$ cat config.mk
export PLATFORM = sky130hd
export DESIGN_NAME = quadrature_encoder_position_core
export DESIGN_NICKNAME = d
export VERILOG_FILES = /design/src/qep_pkg.sv /design/src/qep_step.sv /design/src/qep_out_buf.sv /design/src/quadrature_encoder_position_core.sv
export SDC_FILE = /design/constraint.sdc
export NUM_CORES = 1
export LEC_CHECK = 0
export BUFFER_PORTS_ARGS = -buffer_cell sky130_fd_sc_hd__buf_2
export CORE_AREA = 8 8 95 97
export CTS_CLUSTER_SIZE = 25
export DETAILED_ROUTE_END_ITERATION = 16
export DIE_AREA = 0 0 103 105
export GPL_ROUTABILITY_DRIVEN = 0
export PLACE_DENSITY = 0.8
export SETUP_SLACK_MARGIN = 0.3
export SYNTH_ARGS = -nofsm -noshare
export SYNTH_HDL_FRONTEND = slang
export SYNTH_SLANG_ARGS = --single-unit
export TNS_END_PERCENT = 100
$ cat constraint.sdc
create_clock -name clk -period 6.6 [get_ports clk]
set_clock_uncertainty 0.1 [all_clocks]
set_input_delay 0.66 -clock clk [delete_from_list [all_inputs] [get_ports clk]]
set_output_delay 0.66 -clock clk [all_outputs]
set_load 0.02 [all_outputs]
$ cat src/qep_pkg.sv
package qep_pkg;

  localparam int unsigned POS_W   = 8;
  localparam int unsigned CNT_W   = 8;
  localparam int unsigned PHASE_W = 2;
  localparam int unsigned CFG_W   = 8;
  localparam int unsigned CFG_IDX_W = 2;

  // configuration register indexes
  localparam logic [CFG_IDX_W-1:0] CFG_MIN_LIMIT      = 2'd0;
  localparam logic [CFG_IDX_W-1:0] CFG_MAX_LIMIT      = 2'd1;
  localparam logic [CFG_IDX_W-1:0] CFG_TICKS_PER_STEP = 2'd2;

  typedef struct packed {
    logic [POS_W-1:0] min_limit;
    logic [POS_W-1:0] max_limit;
    logic [CNT_W-1:0] ticks_per_step;
  } qep_cfg_t;

  typedef struct packed {
    logic [PHASE_W-1:0] last_phase;
    logic [CNT_W-1:0]   fwd_cnt;
    logic [CNT_W-1:0]   bwd_cnt;
    logic [POS_W-1:0]   position;
  } qep_state_t;

  typedef struct packed {
    logic             moved;
    logic [POS_W-1:0] position;
  } qep_result_t;

  // Gray sequence forward: 0 -> 2 -> 3 -> 1 -> 0
  function automatic logic [PHASE_W-1:0] fwd_next(input logic [PHASE_W-1:0] ph);
    logic [PHASE_W-1:0] r;
    case (ph)
      2'd0:    r = 2'd2;
      2'd1:    r = 2'd0;
      2'd2:    r = 2'd3;
      default: r = 2'd1;
    endcase
    return r;
  endfunction

  // Gray sequence backward: 0 -> 1 -> 3 -> 2 -> 0
  function automatic logic [PHASE_W-1:0] bwd_next(input logic [PHASE_W-1:0] ph);
    logic [PHASE_W-1:0] r;
    case (ph)
      2'd0:    r = 2'd1;
      2'd1:    r = 2'd3;
      2'd2:    r = 2'd0;
      default: r = 2'd2;
    endcase
    return r;
  endfunction

endpackage

$ cat src/qep_step.sv
module qep_step import qep_pkg::*; (
  input  logic [PHASE_W-1:0] phase,
  input  qep_state_t         st,
  input  qep_cfg_t           cfg,
  output qep_state_t         st_nxt,
  output qep_result_t        res
);

  logic             changed;
  logic             fwd_hit;
  logic             bwd_hit;
  logic [CNT_W-1:0] fwd_inc;
  logic [CNT_W-1:0] bwd_inc;
  logic             step_up;
  logic             step_dn;
  logic [POS_W-1:0] pos_up;
  logic [POS_W-1:0] pos_dn;

  always_comb begin
    changed = (phase != st.last_phase);
    fwd_hit = changed && (phase == fwd_next(st.last_phase));
    bwd_hit = changed && !fwd_hit && (phase == bwd_next(st.last_phase));

    fwd_inc = st.fwd_cnt + CNT_W'(fwd_hit);
    bwd_inc = st.bwd_cnt + CNT_W'(bwd_hit);

    // both counts are checked on any phase change, even a two-bit jump
    step_up = changed && (fwd_inc == cfg.ticks_per_step);
    step_dn = changed && (bwd_inc == cfg.ticks_per_step);

    // up applied first, then down
    if (!step_up) begin
      pos_up = st.position;
    end else if (st.position >= cfg.max_limit) begin
      pos_up = cfg.max_limit;
    end else begin
      pos_up = st.position + POS_W'(1);
    end

    if (!step_dn) begin
      pos_dn = pos_up;
    end else if (pos_up <= cfg.min_limit) begin
      pos_dn = cfg.min_limit;
    end else begin
      pos_dn = pos_up - POS_W'(1);
    end

    st_nxt.last_phase = phase;
    st_nxt.fwd_cnt    = step_up ? '0 : fwd_inc;
    st_nxt.bwd_cnt    = step_dn ? '0 : bwd_inc;
    st_nxt.position   = pos_dn;

    res.moved    = step_up || step_dn;
    res.position = pos_dn;
  end

endmodule

$ cat src/qep_out_buf.sv
module qep_out_buf import qep_pkg::*; (
  input  logic        clk,
  input  logic        rst_n,
  input  logic        push,
  input  qep_result_t push_data,
  output logic        full,
  output logic        out_valid,
  input  logic        out_stall,
  output qep_result_t out_data
);

  logic        out_vld_r, out_vld_nxt;
  logic        skid_vld_r, skid_vld_nxt;
  qep_result_t out_data_r, out_data_nxt;
  qep_result_t skid_data_r, skid_data_nxt;
  logic        out_free;

  always_comb begin
    out_free      = !out_vld_r || !out_stall;
    out_vld_nxt   = out_vld_r;
    skid_vld_nxt  = skid_vld_r;
    out_data_nxt  = out_data_r;
    skid_data_nxt = skid_data_r;
    if (out_free) begin
      // skid is full only while push is held off
      out_vld_nxt  = skid_vld_r || push;
      out_data_nxt = skid_vld_r ? skid_data_r : push_data;
      skid_vld_nxt = 1'b0;
    end else if (push) begin
      skid_vld_nxt  = 1'b1;
      skid_data_nxt = push_data;
    end
  end

  always_ff @(posedge clk) begin
    if (!rst_n) begin
      out_vld_r  <= 1'b0;
      skid_vld_r <= 1'b0;
    end else begin
      out_vld_r  <= out_vld_nxt;
      skid_vld_r <= skid_vld_nxt;
    end
  end

  always_ff @(posedge clk) begin
    out_data_r  <= out_data_nxt;
    skid_data_r <= skid_data_nxt;
  end

  assign full      = skid_vld_r;
  assign out_valid = out_vld_r;
  assign out_data  = out_data_r;

endmodule

$ cat src/quadrature_encoder_position_core.sv
// Quadrature encoder position counter. Each input transaction is one sample
// of encoder pins A and B; each sample yields exactly one output transaction
// carrying the position after the update and a moved flag. Forward Gray
// steps (0,2,3,1) and backward steps (0,1,3,2) feed separate 8-bit counters;
// when either equals ticks_per_step it clears and the position moves one
// count, saturating at max_limit / min_limit. Throughput is one sample per
// clock while in_stall is low. Phase decode, count and limit compare are
// combinational from the state registers into the output register or, while
// that is stalled, into the skid entry. A two-entry output buffer lets one
// more sample in while a result is stalled; in_stall rises only when both
// entries are held. Write the cfg registers only while idle.
module quadrature_encoder_position_core import qep_pkg::*; (
  input  logic                 clk,
  input  logic                 rst_n,
  // sample channel
  input  logic                 in_valid,
  output logic                 in_stall,
  input  logic                 in_pin_a,
  input  logic                 in_pin_b,
  // result channel
  output logic                 out_valid,
  input  logic                 out_stall,
  output logic                 out_moved,
  output logic [POS_W-1:0]     out_position,
  // configuration writes
  input  logic                 cfg_wr_en,
  input  logic [CFG_IDX_W-1:0] cfg_index,
  input  logic [CFG_W-1:0]     cfg_wdata
);

  qep_cfg_t    cfg_r, cfg_nxt;
  qep_state_t  st_r, st_nxt;
  qep_result_t res;
  qep_result_t out_res;
  logic        buf_full;
  logic        in_acc;

  // config registers; unknown indexes are dropped
  always_comb begin
    cfg_nxt = cfg_r;
    if (cfg_wr_en) begin
      case (cfg_index)
        CFG_MIN_LIMIT:      cfg_nxt.min_limit      = cfg_wdata;
        CFG_MAX_LIMIT:      cfg_nxt.max_limit      = cfg_wdata;
        CFG_TICKS_PER_STEP: cfg_nxt.ticks_per_step = cfg_wdata;
        default:            cfg_nxt = cfg_r;
      endcase
    end
  end

  always_ff @(posedge clk) begin
    if (!rst_n) begin
      cfg_r.min_limit      <= '0;
      cfg_r.max_limit      <= '1;
      cfg_r.ticks_per_step <= CNT_W'(4);
    end else begin
      cfg_r <= cfg_nxt;
    end
  end

  assign in_stall = buf_full;
  assign in_acc   = in_valid && !buf_full;

  // phase decode, counters and saturating position update
  qep_step u_step (
    .phase  ({in_pin_b, in_pin_a}),
    .st     (st_r),
    .cfg    (cfg_r),
    .st_nxt (st_nxt),
    .res    (res)
  );

  // tracking state only advances on an accepted sample
  always_ff @(posedge clk) begin
    if (!rst_n) begin
      st_r <= '0;
    end else if (in_acc) begin
      st_r <= st_nxt;
    end
  end

  qep_out_buf u_out_buf (
    .clk       (clk),
    .rst_n     (rst_n),
    .push      (in_acc),
    .push_data (res),
    .full      (buf_full),
    .out_valid (out_valid),
    .out_stall (out_stall),
    .out_data  (out_res)
  );

  assign out_moved    = out_res.moved;
  assign out_position = out_res.position;

  // a sample at the stored phase leaves all tracking state untouched
  a_idle_phase: assert property (@(posedge clk) disable iff (!rst_n)
    in_acc && ({in_pin_b, in_pin_a} == st_r.last_phase) |=> st_r == $past(st_r))
    else $error("state changed on unchanged phase");

  // a completed step always clears at least one direction counter
  a_step_clears: assert property (@(posedge clk) disable iff (!rst_n)
    in_acc && res.moved |=> (st_r.fwd_cnt == '0) || (st_r.bwd_cnt == '0))
    else $error("step completed without clearing a counter");

  // an accepted sample always shows up as a pending result next cycle
  a_result_pending: assert property (@(posedge clk) disable iff (!rst_n)
    in_acc |=> out_valid)
    else $error("accepted sample produced no result");

  // position moves by at most one count per sample unless pinned to a limit;
  // an up step clamped to max_limit followed by a down step lands one below it
  a_pos_step: assert property (@(posedge clk) disable iff (!rst_n)
    in_acc |=> (st_r.position == $past(st_r.position)) ||
               (st_r.position == $past(st_r.position) + POS_W'(1)) ||
               (st_r.position == $past(st_r.position) - POS_W'(1)) ||
               (st_r.position == $past(cfg_r.max_limit)) ||
               (st_r.position == $past(cfg_r.max_limit) - POS_W'(1)) ||
               (st_r.position == $past(cfg_r.min_limit)))
    else $error("position jumped");

endmodule

==> results.toml, run 1 <==
[routing]
drt_wl_total_um = 10140
ant_nets = 0
drcViolationCount = 0
vias = 3783
wire_per_inst_um = 15.79
viasPerCell = 5.893
dr.pass1.iters = 5
drt_iter0_drc = 318

[timing]
min_period_ps = 5783
hold_viol = 0
fin_crit_sh_pct = 87.62
rsz0062_at_grt = "false"
relSlewSlack_pct = 24.26
setup-tns-final_ps = 0
finalSetupViolations = 0
worst_pin_slew_ps = 1129
finalMaxSlewViolations = 0
fmax_mhz = 172.9
whs_ps = 389.8

[clocking]
cts_buffer_depth = 2
cts_hold_buf = 0
insertion_delay_ps = 350
clock_sinks = 70
cts_buffers = 9
root_buffer = "clkbuf_8"
postCtsSetupBuffers = 0
cts.clk_slew.worst_paths_ps = 80
cts_resized = 0
tritoncts = "done"
ctsHtreeMaxLevel = 3

[critical_path]
regToRegSetupSlack_ps = 920
required_ps = 6600
cp_slowest_stage_delay_ps = 640
cp-end-kind = "flop"
crit_chain = "buf_2, xor2_1, nor2_1, ha_1, ha_1, nand3_1, xnor2_1, a311oi_1, nand4_2, o21ai_1, ha_1, a21oi_1, nor2b_1, o21ai_0, nand2b_1, a21oi_1, o311ai_1, nand2_1, a211oi_1, a311o_1, mux2_2"
crit_family = "compound AO/OA/AOI/OAI gates"
critPathLaunch = "in_pin_a"
startpoint_type = "primary input"
crit-reg2reg-launch = "st_r[25]$_SDFFE_PN0P_"
cp.arrival_ps = 5790
crit_buf_inv = 1
path_max_fanout = 23
crit_type = "primary input to flop"
crit_path_frequent_cell = "ha_1"
cp_slowest_cell = "o21ai_1"

[global_routing]
grt_use_total_pct = 19.22
grt_max_degree = 54
grt_pass1_wl_um = 16760
grt_pass1_vias = 3513
antenna_found_initial = 0
grt_remaining_overflow = 0

[floorplanning]
die_x_um = 103
die-area_sq_um = 10820
initial_core_util_pct = 58.66
die_y_um = 105
core_area_sq_um = 7527
ios = 28
fp-row-count = 32

[power]
powerDensity_nw_per_um2 = 215.9
clock_power_share_pct = 37.0
p_leak_nw = 2.002
switching_share_pct = 28.56
p_int_uw = 744.1
pwr-share-seq_pct = 45.8
vdd_drop_max_v = 0.0001127
comb_power_share_pct = 17.2
power_mw = 1.042
power.switching_uw = 297.5

[finish]
area_delta_synth_final_pct = 9.294
diodes = 0
layout-drive-gt1-share_pct = 10.93
final_nets = 574
final_common_cell = "nand2_1"
final_cell_mix = "nand2_1 (64), dfxtp_1 (52), a21oi_1 (32)"
fin_util_pct = 64.11

[synthesis]
synth_area_per_cell_sq_um = 8.491
synth_cell_types = 61
yosysTopAreaCellShare_pct = 23.58
seq_area_frac_synth_pct = 35.82
syn_inst = 520
syn_area_sq_um = 4415
yosys-top-cells-area = "dfxtp_1 (24%), edfxtp_1 (12%), ha_1 (6.2%)"
synth_area_leader_cell = "dfxtp_1"
ys.warnings.count = 0
ys.flop_type = "dfxtp_1"
synth-async-reset-ratio_pct = 0
synth_edf_count = 18
synth-seq-cells = 70
syn_nets = 559

[worst_hold_path]
min_from = "st_r[8]$_SDFFE_PN0P_"
min_path_type = "flop to flop"

[placed_design]
dp_hpwl_um = 7467
port_buffers = 27

[outcome]
status = "finished clean"

[job]
drv_cap = 0
worst paths after layout:
| path | end | depth (start not counted) |
|---|---|---|
| setup / recovery | u_out_buf.out_data[3]$_DFFE_PP_ | 21 |
| hold / removal | st_r[8]$_SDFFE_PN0P_ | 2 |
| setup reg to reg | u_out_buf.out_data[3]$_DFFE_PP_ | 20 |
| hold reg to reg | st_r[8]$_SDFFE_PN0P_ | 2 |
metrics by stage:
| stage | area, sq um | setup WS, ps | instances |
|---|---|---|---|
| 5_1_grt | 4826 | 504.8 | 642 |
| 6_report | 4826 | 817.3 | 642 |
| 3_5_place_dp | 4603 | 664.8 | 626 |
| 4_1_cts | 4826 | 1033 | 642 |
| 3_3_place_gp | 4603 | 957.8 | 626 |
| 2_1_floorplan | 4415 | 1543 | 520 |
synth_stat cells (8+ instances only):
master and number:
a21boi_0 11, a21oi_1 32, clkbuf_1 21, dfxtp_1 52, edfxtp_1 18, ha_1 22, inv_1 23, mux2i_1 14
nand2_1 64, nand3_1 20, nor2_1 28, nor2b_1 26, nor3_1 11, nor3b_1 9, o211ai_1 8, o21ai_0 20
o21ai_1 12, or3_1 10, xnor2_1 11, xor2_1 16
worst register-to-register path: cells and delay by family, from the launching register on:
| kind | cells | cell delay, ps |
|---|---|---|
| AND/OR/NAND/NOR | 6 | 1260 |
| adder cells (fa/ha/maj) | 3 | 830 |
| multiplexers | 1 | 270 |
| XOR/XNOR | 2 | 340 |
| AO/OA/AOI/OAI | 8 | 2280 |
| flip-flops | 1 | 340 |
cells by family after synthesis:
family | share of synthesized area [%]
compound gates | 18.19
fa+ha+maj | 6.234
buf+inv | 4.279
mux | 4.959
simple gates | 24.14
flops | 35.82
xor+xnor | 6.376
layout make-up:
cell class,count,area [sq um]
fillers,654,2701
multi-input cells,401,2650
flip-flops and latches,70,1582
repair buffers,30,157.7
well taps,102,127.6
clock buffers,9,123.9
clock inverters,7,98.84
inverters,23,86.33
metal layers:
metal / vias up / GRT usage [%] / part of all wire (%)
met4: 0 / 7.859 / 1.4
met5: - / 0 / 0
met1: 1743 / 26.58 / 47
met2: 131 / 28.69 / 45
met3: 14 / 3.251 / 7.2
li1: 1895 / - / -
power groups by stage:
stage | combinational (mW) | clock (mW) | sequential (mW)
finish | 0.179 | 0.385 | 0.477
global route | 0.197 | 0.408 | 0.480
CTS | 0.177 | 0.390 | 0.477
detailed placement | 0.175 | 0 | 0.487
global placement | 0.170 | 0 | 0.487
floorplan | 0.124 | 0 | 0.491
flip-flops by register name, indices dropped and copies added, names as in the netlist:
signal and flops:
u_out_buf.skid_data_r 9, u_out_buf.out_data 9, st_r 26, cfg_r 24
u_out_buf.out_valid 1, u_out_buf.full 1
Note: power is estimated with default switching activity, not from simulation.
==> run 2, diff against run 1 <==
Settings changed: PLACE_DENSITY 0.8 to 0.77.
==> run 2 against run 1 <==
- wire length is 1.6% higher
- clock-buffer cell count up 2
- via count fell by 0.19%
- critical path type unchanged
- highest routed layer unchanged
==> results.toml, run 2 (synthesis results as in run 1) <==
[routing]
ant_nets = 0
drt_iter0_drc = 272
dr.pass1.iters = 5
viasPerCell = 5.891
vias = 3776
drt_wl_total_um = 10300
wire_per_inst_um = 16.07
drcViolationCount = 0

[timing]
hold_viol = 0
fin_crit_sh_pct = 86.64
finalMaxSlewViolations = 0
worst_pin_slew_ps = 1141
rsz0062_at_grt = "false"
finalSetupViolations = 0
setup-tns-final_ps = 0
relSlewSlack_pct = 23.47
whs_ps = 378.6
min_period_ps = 5718
fmax_mhz = 174.9

[power]
power.switching_uw = 287.0
powerDensity_nw_per_um2 = 214.1
p_int_uw = 742.1
pwr-share-seq_pct = 46.4
p_leak_nw = 2.005
switching_share_pct = 27.89
clock_power_share_pct = 36.3
vdd_drop_max_v = 0.0001842
comb_power_share_pct = 17.3
power_mw = 1.029

[placed_design]
dp_hpwl_um = 7603
port_buffers = 27
dp_cells = 626

[finish]
largest_reg_flops = 26
largestRegisters = "st_r (26), cfg_r (24)"
fin_cells = 641
diodes = 0
fillCellCount = 658
final_nets = 574
regMostFlops = "st_r"
final_cell_mix = "nand2_1 (64), dfxtp_1 (52), a21oi_1 (32)"
area_delta_synth_final_pct = 8.869
layout-drive-gt1-share_pct = 10.20
final_common_cell = "nand2_1"

[floorplanning]
fp-row-count = 32
die_y_um = 105
core_area_sq_um = 7527
die-area_sq_um = 10820
initial_core_util_pct = 58.66
die_x_um = 103
ios = 28

[critical_path]
cp-end-kind = "flop"
required_ps = 6580
crit_type = "primary input to flop"
cp.arrival_ps = 5700
path_max_fanout = 23
startpoint_type = "primary input"

[clocking]
root_buffer = "clkbuf_8"
cts_hold_buf = 0
cts_resized = 0
postCtsSetupBuffers = 0
cts.clk_slew.worst_paths_ps = 70
clock_sinks = 70
tritoncts = "done"
cts_buffer_depth = 2
cts_buffers = 9
insertion_delay_ps = 360
ctsHtreeMaxLevel = 3

[global_routing]
grt_pass1_wl_um = 17030
grt_remaining_overflow = 0
grt_pass1_vias = 3602
grt_max_degree = 54
antenna_found_initial = 0
grt_use_total_pct = 19.55

[worst_hold_path]
min_path_type = "flop to flop"

[job]
drv_cap = 0

[outcome]
status = "finished clean"
-- run 2: area by class of cell --
cell class | count | area (sq um) | share of cell area (%)
clock buffer | 11 | 131.4 | 2.733
timing repair buffer | 30 | 157.7 | 3.280
inverter | 23 | 86.33 | 1.796
sequential | 70 | 1582 | 32.90
clock inverter | 4 | 72.57 | 1.510
tap | 102 | 127.6 | 2.655
multi-input combinational | 401 | 2650 | 55.13
-- run 2: worst paths after layout --
path / start / endpoint / slack [ps] / cells past startpoint
worst max-delay path: in_pin_a / u_out_buf.out_data[4]$_DFFE_PP_ / 880 / 21
worst min-delay path: st_r[8]$_SDFFE_PN0P_ / st_r[8]$_SDFFE_PN0P_ / 380 / 2
worst min register to register: st_r[8]$_SDFFE_PN0P_ / st_r[8]$_SDFFE_PN0P_ / 380 / 2
worst max register to register: st_r[24]$_SDFFE_PN0P_ / u_out_buf.out_data[4]$_DFFE_PP_ / 970 / 20
-- run 2: power groups by stage --
stage	registers, mW	clock network [mW]	logic [mW]
6_report	0.478	0.374	0.178
5_1_grt	0.480	0.396	0.196
4_1_cts	0.477	0.375	0.177
3_5_place_dp	0.487	0	0.176
3_3_place_gp	0.486	0	0.170
2_1_floorplan	0.491	0	0.124
-- run 2: metrics by stage --
| step | util, % | setup WS [ps] | instance area [sq um] |
|---|---|---|---|
| 2_1_floorplan | - | 1543 | 4415 |
| 4_1_cts | 63.86 | 966.1 | 4807 |
| 3_3_place_gp | 61.15 | 939.6 | 4603 |
| 5_1_grt | 63.86 | 488.3 | 4807 |
| 3_5_place_dp | 61.15 | 638.2 | 4603 |
| 6_report | 63.86 | 881.9 | 4807 |
-- run 2: worst max-delay path, stage by stage --
cell      delay [ps]
buf_2            120
xor2_1           170
nor2_1           180
ha_1             180
ha_1             290
nand3_1          190
xnor2_1          190
a311oi_1         290
nand4_2          540
o21ai_1          600
ha_1             350
a21oi_1          200
nor2b_1           70
o21ai_0          160
nand2b_1          80
a21oi_1          320
o311ai_1         180
nand2_1          230
a211oi_1          80
a311oi_1         500
o21ai_1          110
-- run 2: metal layers --
metal	GRT usage (%)	vias up	share of wire [%]
met5	0	-	0
met4	7.239	0	2.0
met3	3.782	17	7.5
met2	30.07	147	44
met1	26.25	1734	47
li1	-	1878	-
==> run 3, diff against run 2 <==
Settings changed: REMOVE_ABC_BUFFERS set to 1.
==> run 3 against run 2 <==
- power about the same
- die area unchanged
- sequential share of layout area about the same
- largest power group unchanged
- critical path depth unchanged
==> results.toml, run 3 (synthesis results as in run 1) <==
[critical_path]
rr_worst_depth = 20
crit_path_frequent_cell = "ha_1"
cp-end-kind = "flop"
startpoint_type = "primary input"
path_max_fanout = 23
cp_slowest_stage_delay_ps = 610
crit-reg2reg-launch = "st_r[25]$_SDFFE_PN0P_"
cp.arrival_ps = 5640
cp_slowest_cell = "o21ai_1"
crit_type = "primary input to flop"
r2r_end = "u_out_buf.out_data[3]$_DFFE_PP_"
crit_chain = "buf_2, xor2_1, nor2_1, ha_1, ha_1, nand3_1, xnor2_1, a311oi_1, nand4_2, o21ai_1, ha_1, a21oi_1, nor2b_1, o21ai_0, nand2b_1, a21oi_1, o311ai_1, nand2_1, a211oi_1, a311o_1, mux2_2"
regToRegSetupSlack_ps = 1020
required_ps = 6600

[floorplanning]
initial_core_util_pct = 58.66
fp-row-count = 32
die-area_sq_um = 10820
core_area_sq_um = 7527
ios = 28
die_x_um = 103
die_y_um = 105

[global_routing]
grt_remaining_overflow = 0
grt_pass1_vias = 3606
grt_use_total_pct = 19.63
grt_pass1_wl_um = 17110
grt_max_degree = 54
antenna_found_initial = 0

[finish]
final_cell_mix = "nand2_1 (64), dfxtp_1 (52), a21oi_1 (32)"
regMostFlops = "st_r"
fillCellCount = 665
final_area_sq_um = 4810
area_delta_synth_final_pct = 8.926
final_common_cell = "nand2_1"
layout-drive-gt1-share_pct = 10.56
largestRegisters = "st_r (26), cfg_r (24)"
multi_input_area_sq_um = 2650
regArea_sq_um = 1582
largest_reg_flops = 26
final_nets = 574
diodes = 0

[clocking]
clock_sinks = 70
cts.clk_slew.worst_paths_ps = 70
cts_buffers = 9
root_buffer = "clkbuf_8"
postCtsSetupBuffers = 0
cts_buffer_depth = 2
insertion_delay_ps = 360
cts_hold_buf = 0
cts_resized = 0
ctsHtreeMaxLevel = 3
tritoncts = "done"

[routing]
wire_per_inst_um = 15.90
vias = 3817
viasPerCell = 5.945
drt_wl_total_um = 10210
drt_iter0_drc = 275
drcViolationCount = 0
dr.pass1.iters = 5
ant_nets = 0

[worst_hold_path]
min_path_type = "flop to flop"
min_path_cells = 2
whs_endpoint = "st_r[8]$_SDFFE_PN0P_"
min_from = "st_r[8]$_SDFFE_PN0P_"

[timing]
rsz0062_at_grt = "false"
hold_viol = 0
fin_ws_ps = 960.4
worst_pin_slew_ps = 1124
setup-tns-final_ps = 0
relSlewSlack_pct = 24.62
finalSetupViolations = 0
fin_crit_sh_pct = 85.45
min_period_ps = 5640
finalMaxSlewViolations = 0
fmax_mhz = 177.3

[placed_design]
port_buffers = 27
post_dp_cell_area_sq_um = 4603
pre_cts_slack_ps = 741.1
dp_hpwl_um = 7523

[power]
p_leak_nw = 2.011
powerDensity_nw_per_um2 = 214.1
vdd_drop_max_v = 0.0001316

[outcome]
status = "finished clean"

[job]
drv_cap = 0
## run 3: worst max-delay path, delay by kind of cell
family | cells | cell delay [ps]
simple gates | 6 | 1190
compound gates | 8 | 2190
buf+inv | 1 | 120
xor+xnor | 2 | 360
fa+ha+maj | 3 | 830
mux | 1 | 280
## run 3: through the flow
| step | utilization [%] | power, mW | hold WS [ps] | std cells |
|---|---|---|---|---|
| 3_3_place_gp | 61.15 | 0.6562 | 357.6 | 626 |
| 3_5_place_dp | 61.15 | 0.6624 | 378.0 | 626 |
| 4_1_cts | 63.90 | 1.032 | 386.9 | 642 |
| 5_1_grt | 63.90 | 1.072 | 401.5 | 642 |
| 6_report | 63.90 | 1.030 | 388.2 | 642 |
| 2_1_floorplan | - | 0.6096 | 345.3 | 494 |
## run 3: how the worst max path moves through the flow
stage / start / end / slack (ps) / cells past startpoint
2_1_floorplan: st_r[0]$_SDFFE_PN0P_ / u_out_buf.out_data[3]$_DFFE_PP_ / 1170 / 18
3_3_place_gp: in_pin_a / u_out_buf.out_data[3]$_DFFE_PP_ / 980 / 21
3_5_place_dp: in_pin_a / u_out_buf.out_data[3]$_DFFE_PP_ / 740 / 21
4_1_cts: in_pin_a / u_out_buf.out_data[3]$_DFFE_PP_ / 1080 / 21
5_1_grt: in_pin_a / u_out_buf.out_data[3]$_DFFE_PP_ / 540 / 21
6_report: in_pin_a / u_out_buf.out_data[3]$_DFFE_PP_ / 960 / 21
## run 3: area by class of cell
type | count | share of cell area (%)
clock buffer | 11 | 2.732
sequential | 70 | 32.88
tap | 102 | 2.653
inverter | 23 | 1.795
multi-input combinational | 401 | 55.10
timing repair buffer | 30 | 3.278
clock inverter | 5 | 1.561
## run 3: metal layers
metal / share of wire [%] / track usage, %
met1: 47 / 26.69
met2: 44 / 29.70
met3: 6.1 / 3.517
met4: 2.1 / 7.963
met5: 0 / 0
## run 3: power breakdown
group | internal (mW) | switching (mW)
logic | 0.0699 | 0.108
registers | 0.462 | 0.0156
clock network | 0.211 | 0.163
total | 0.743 | 0.287
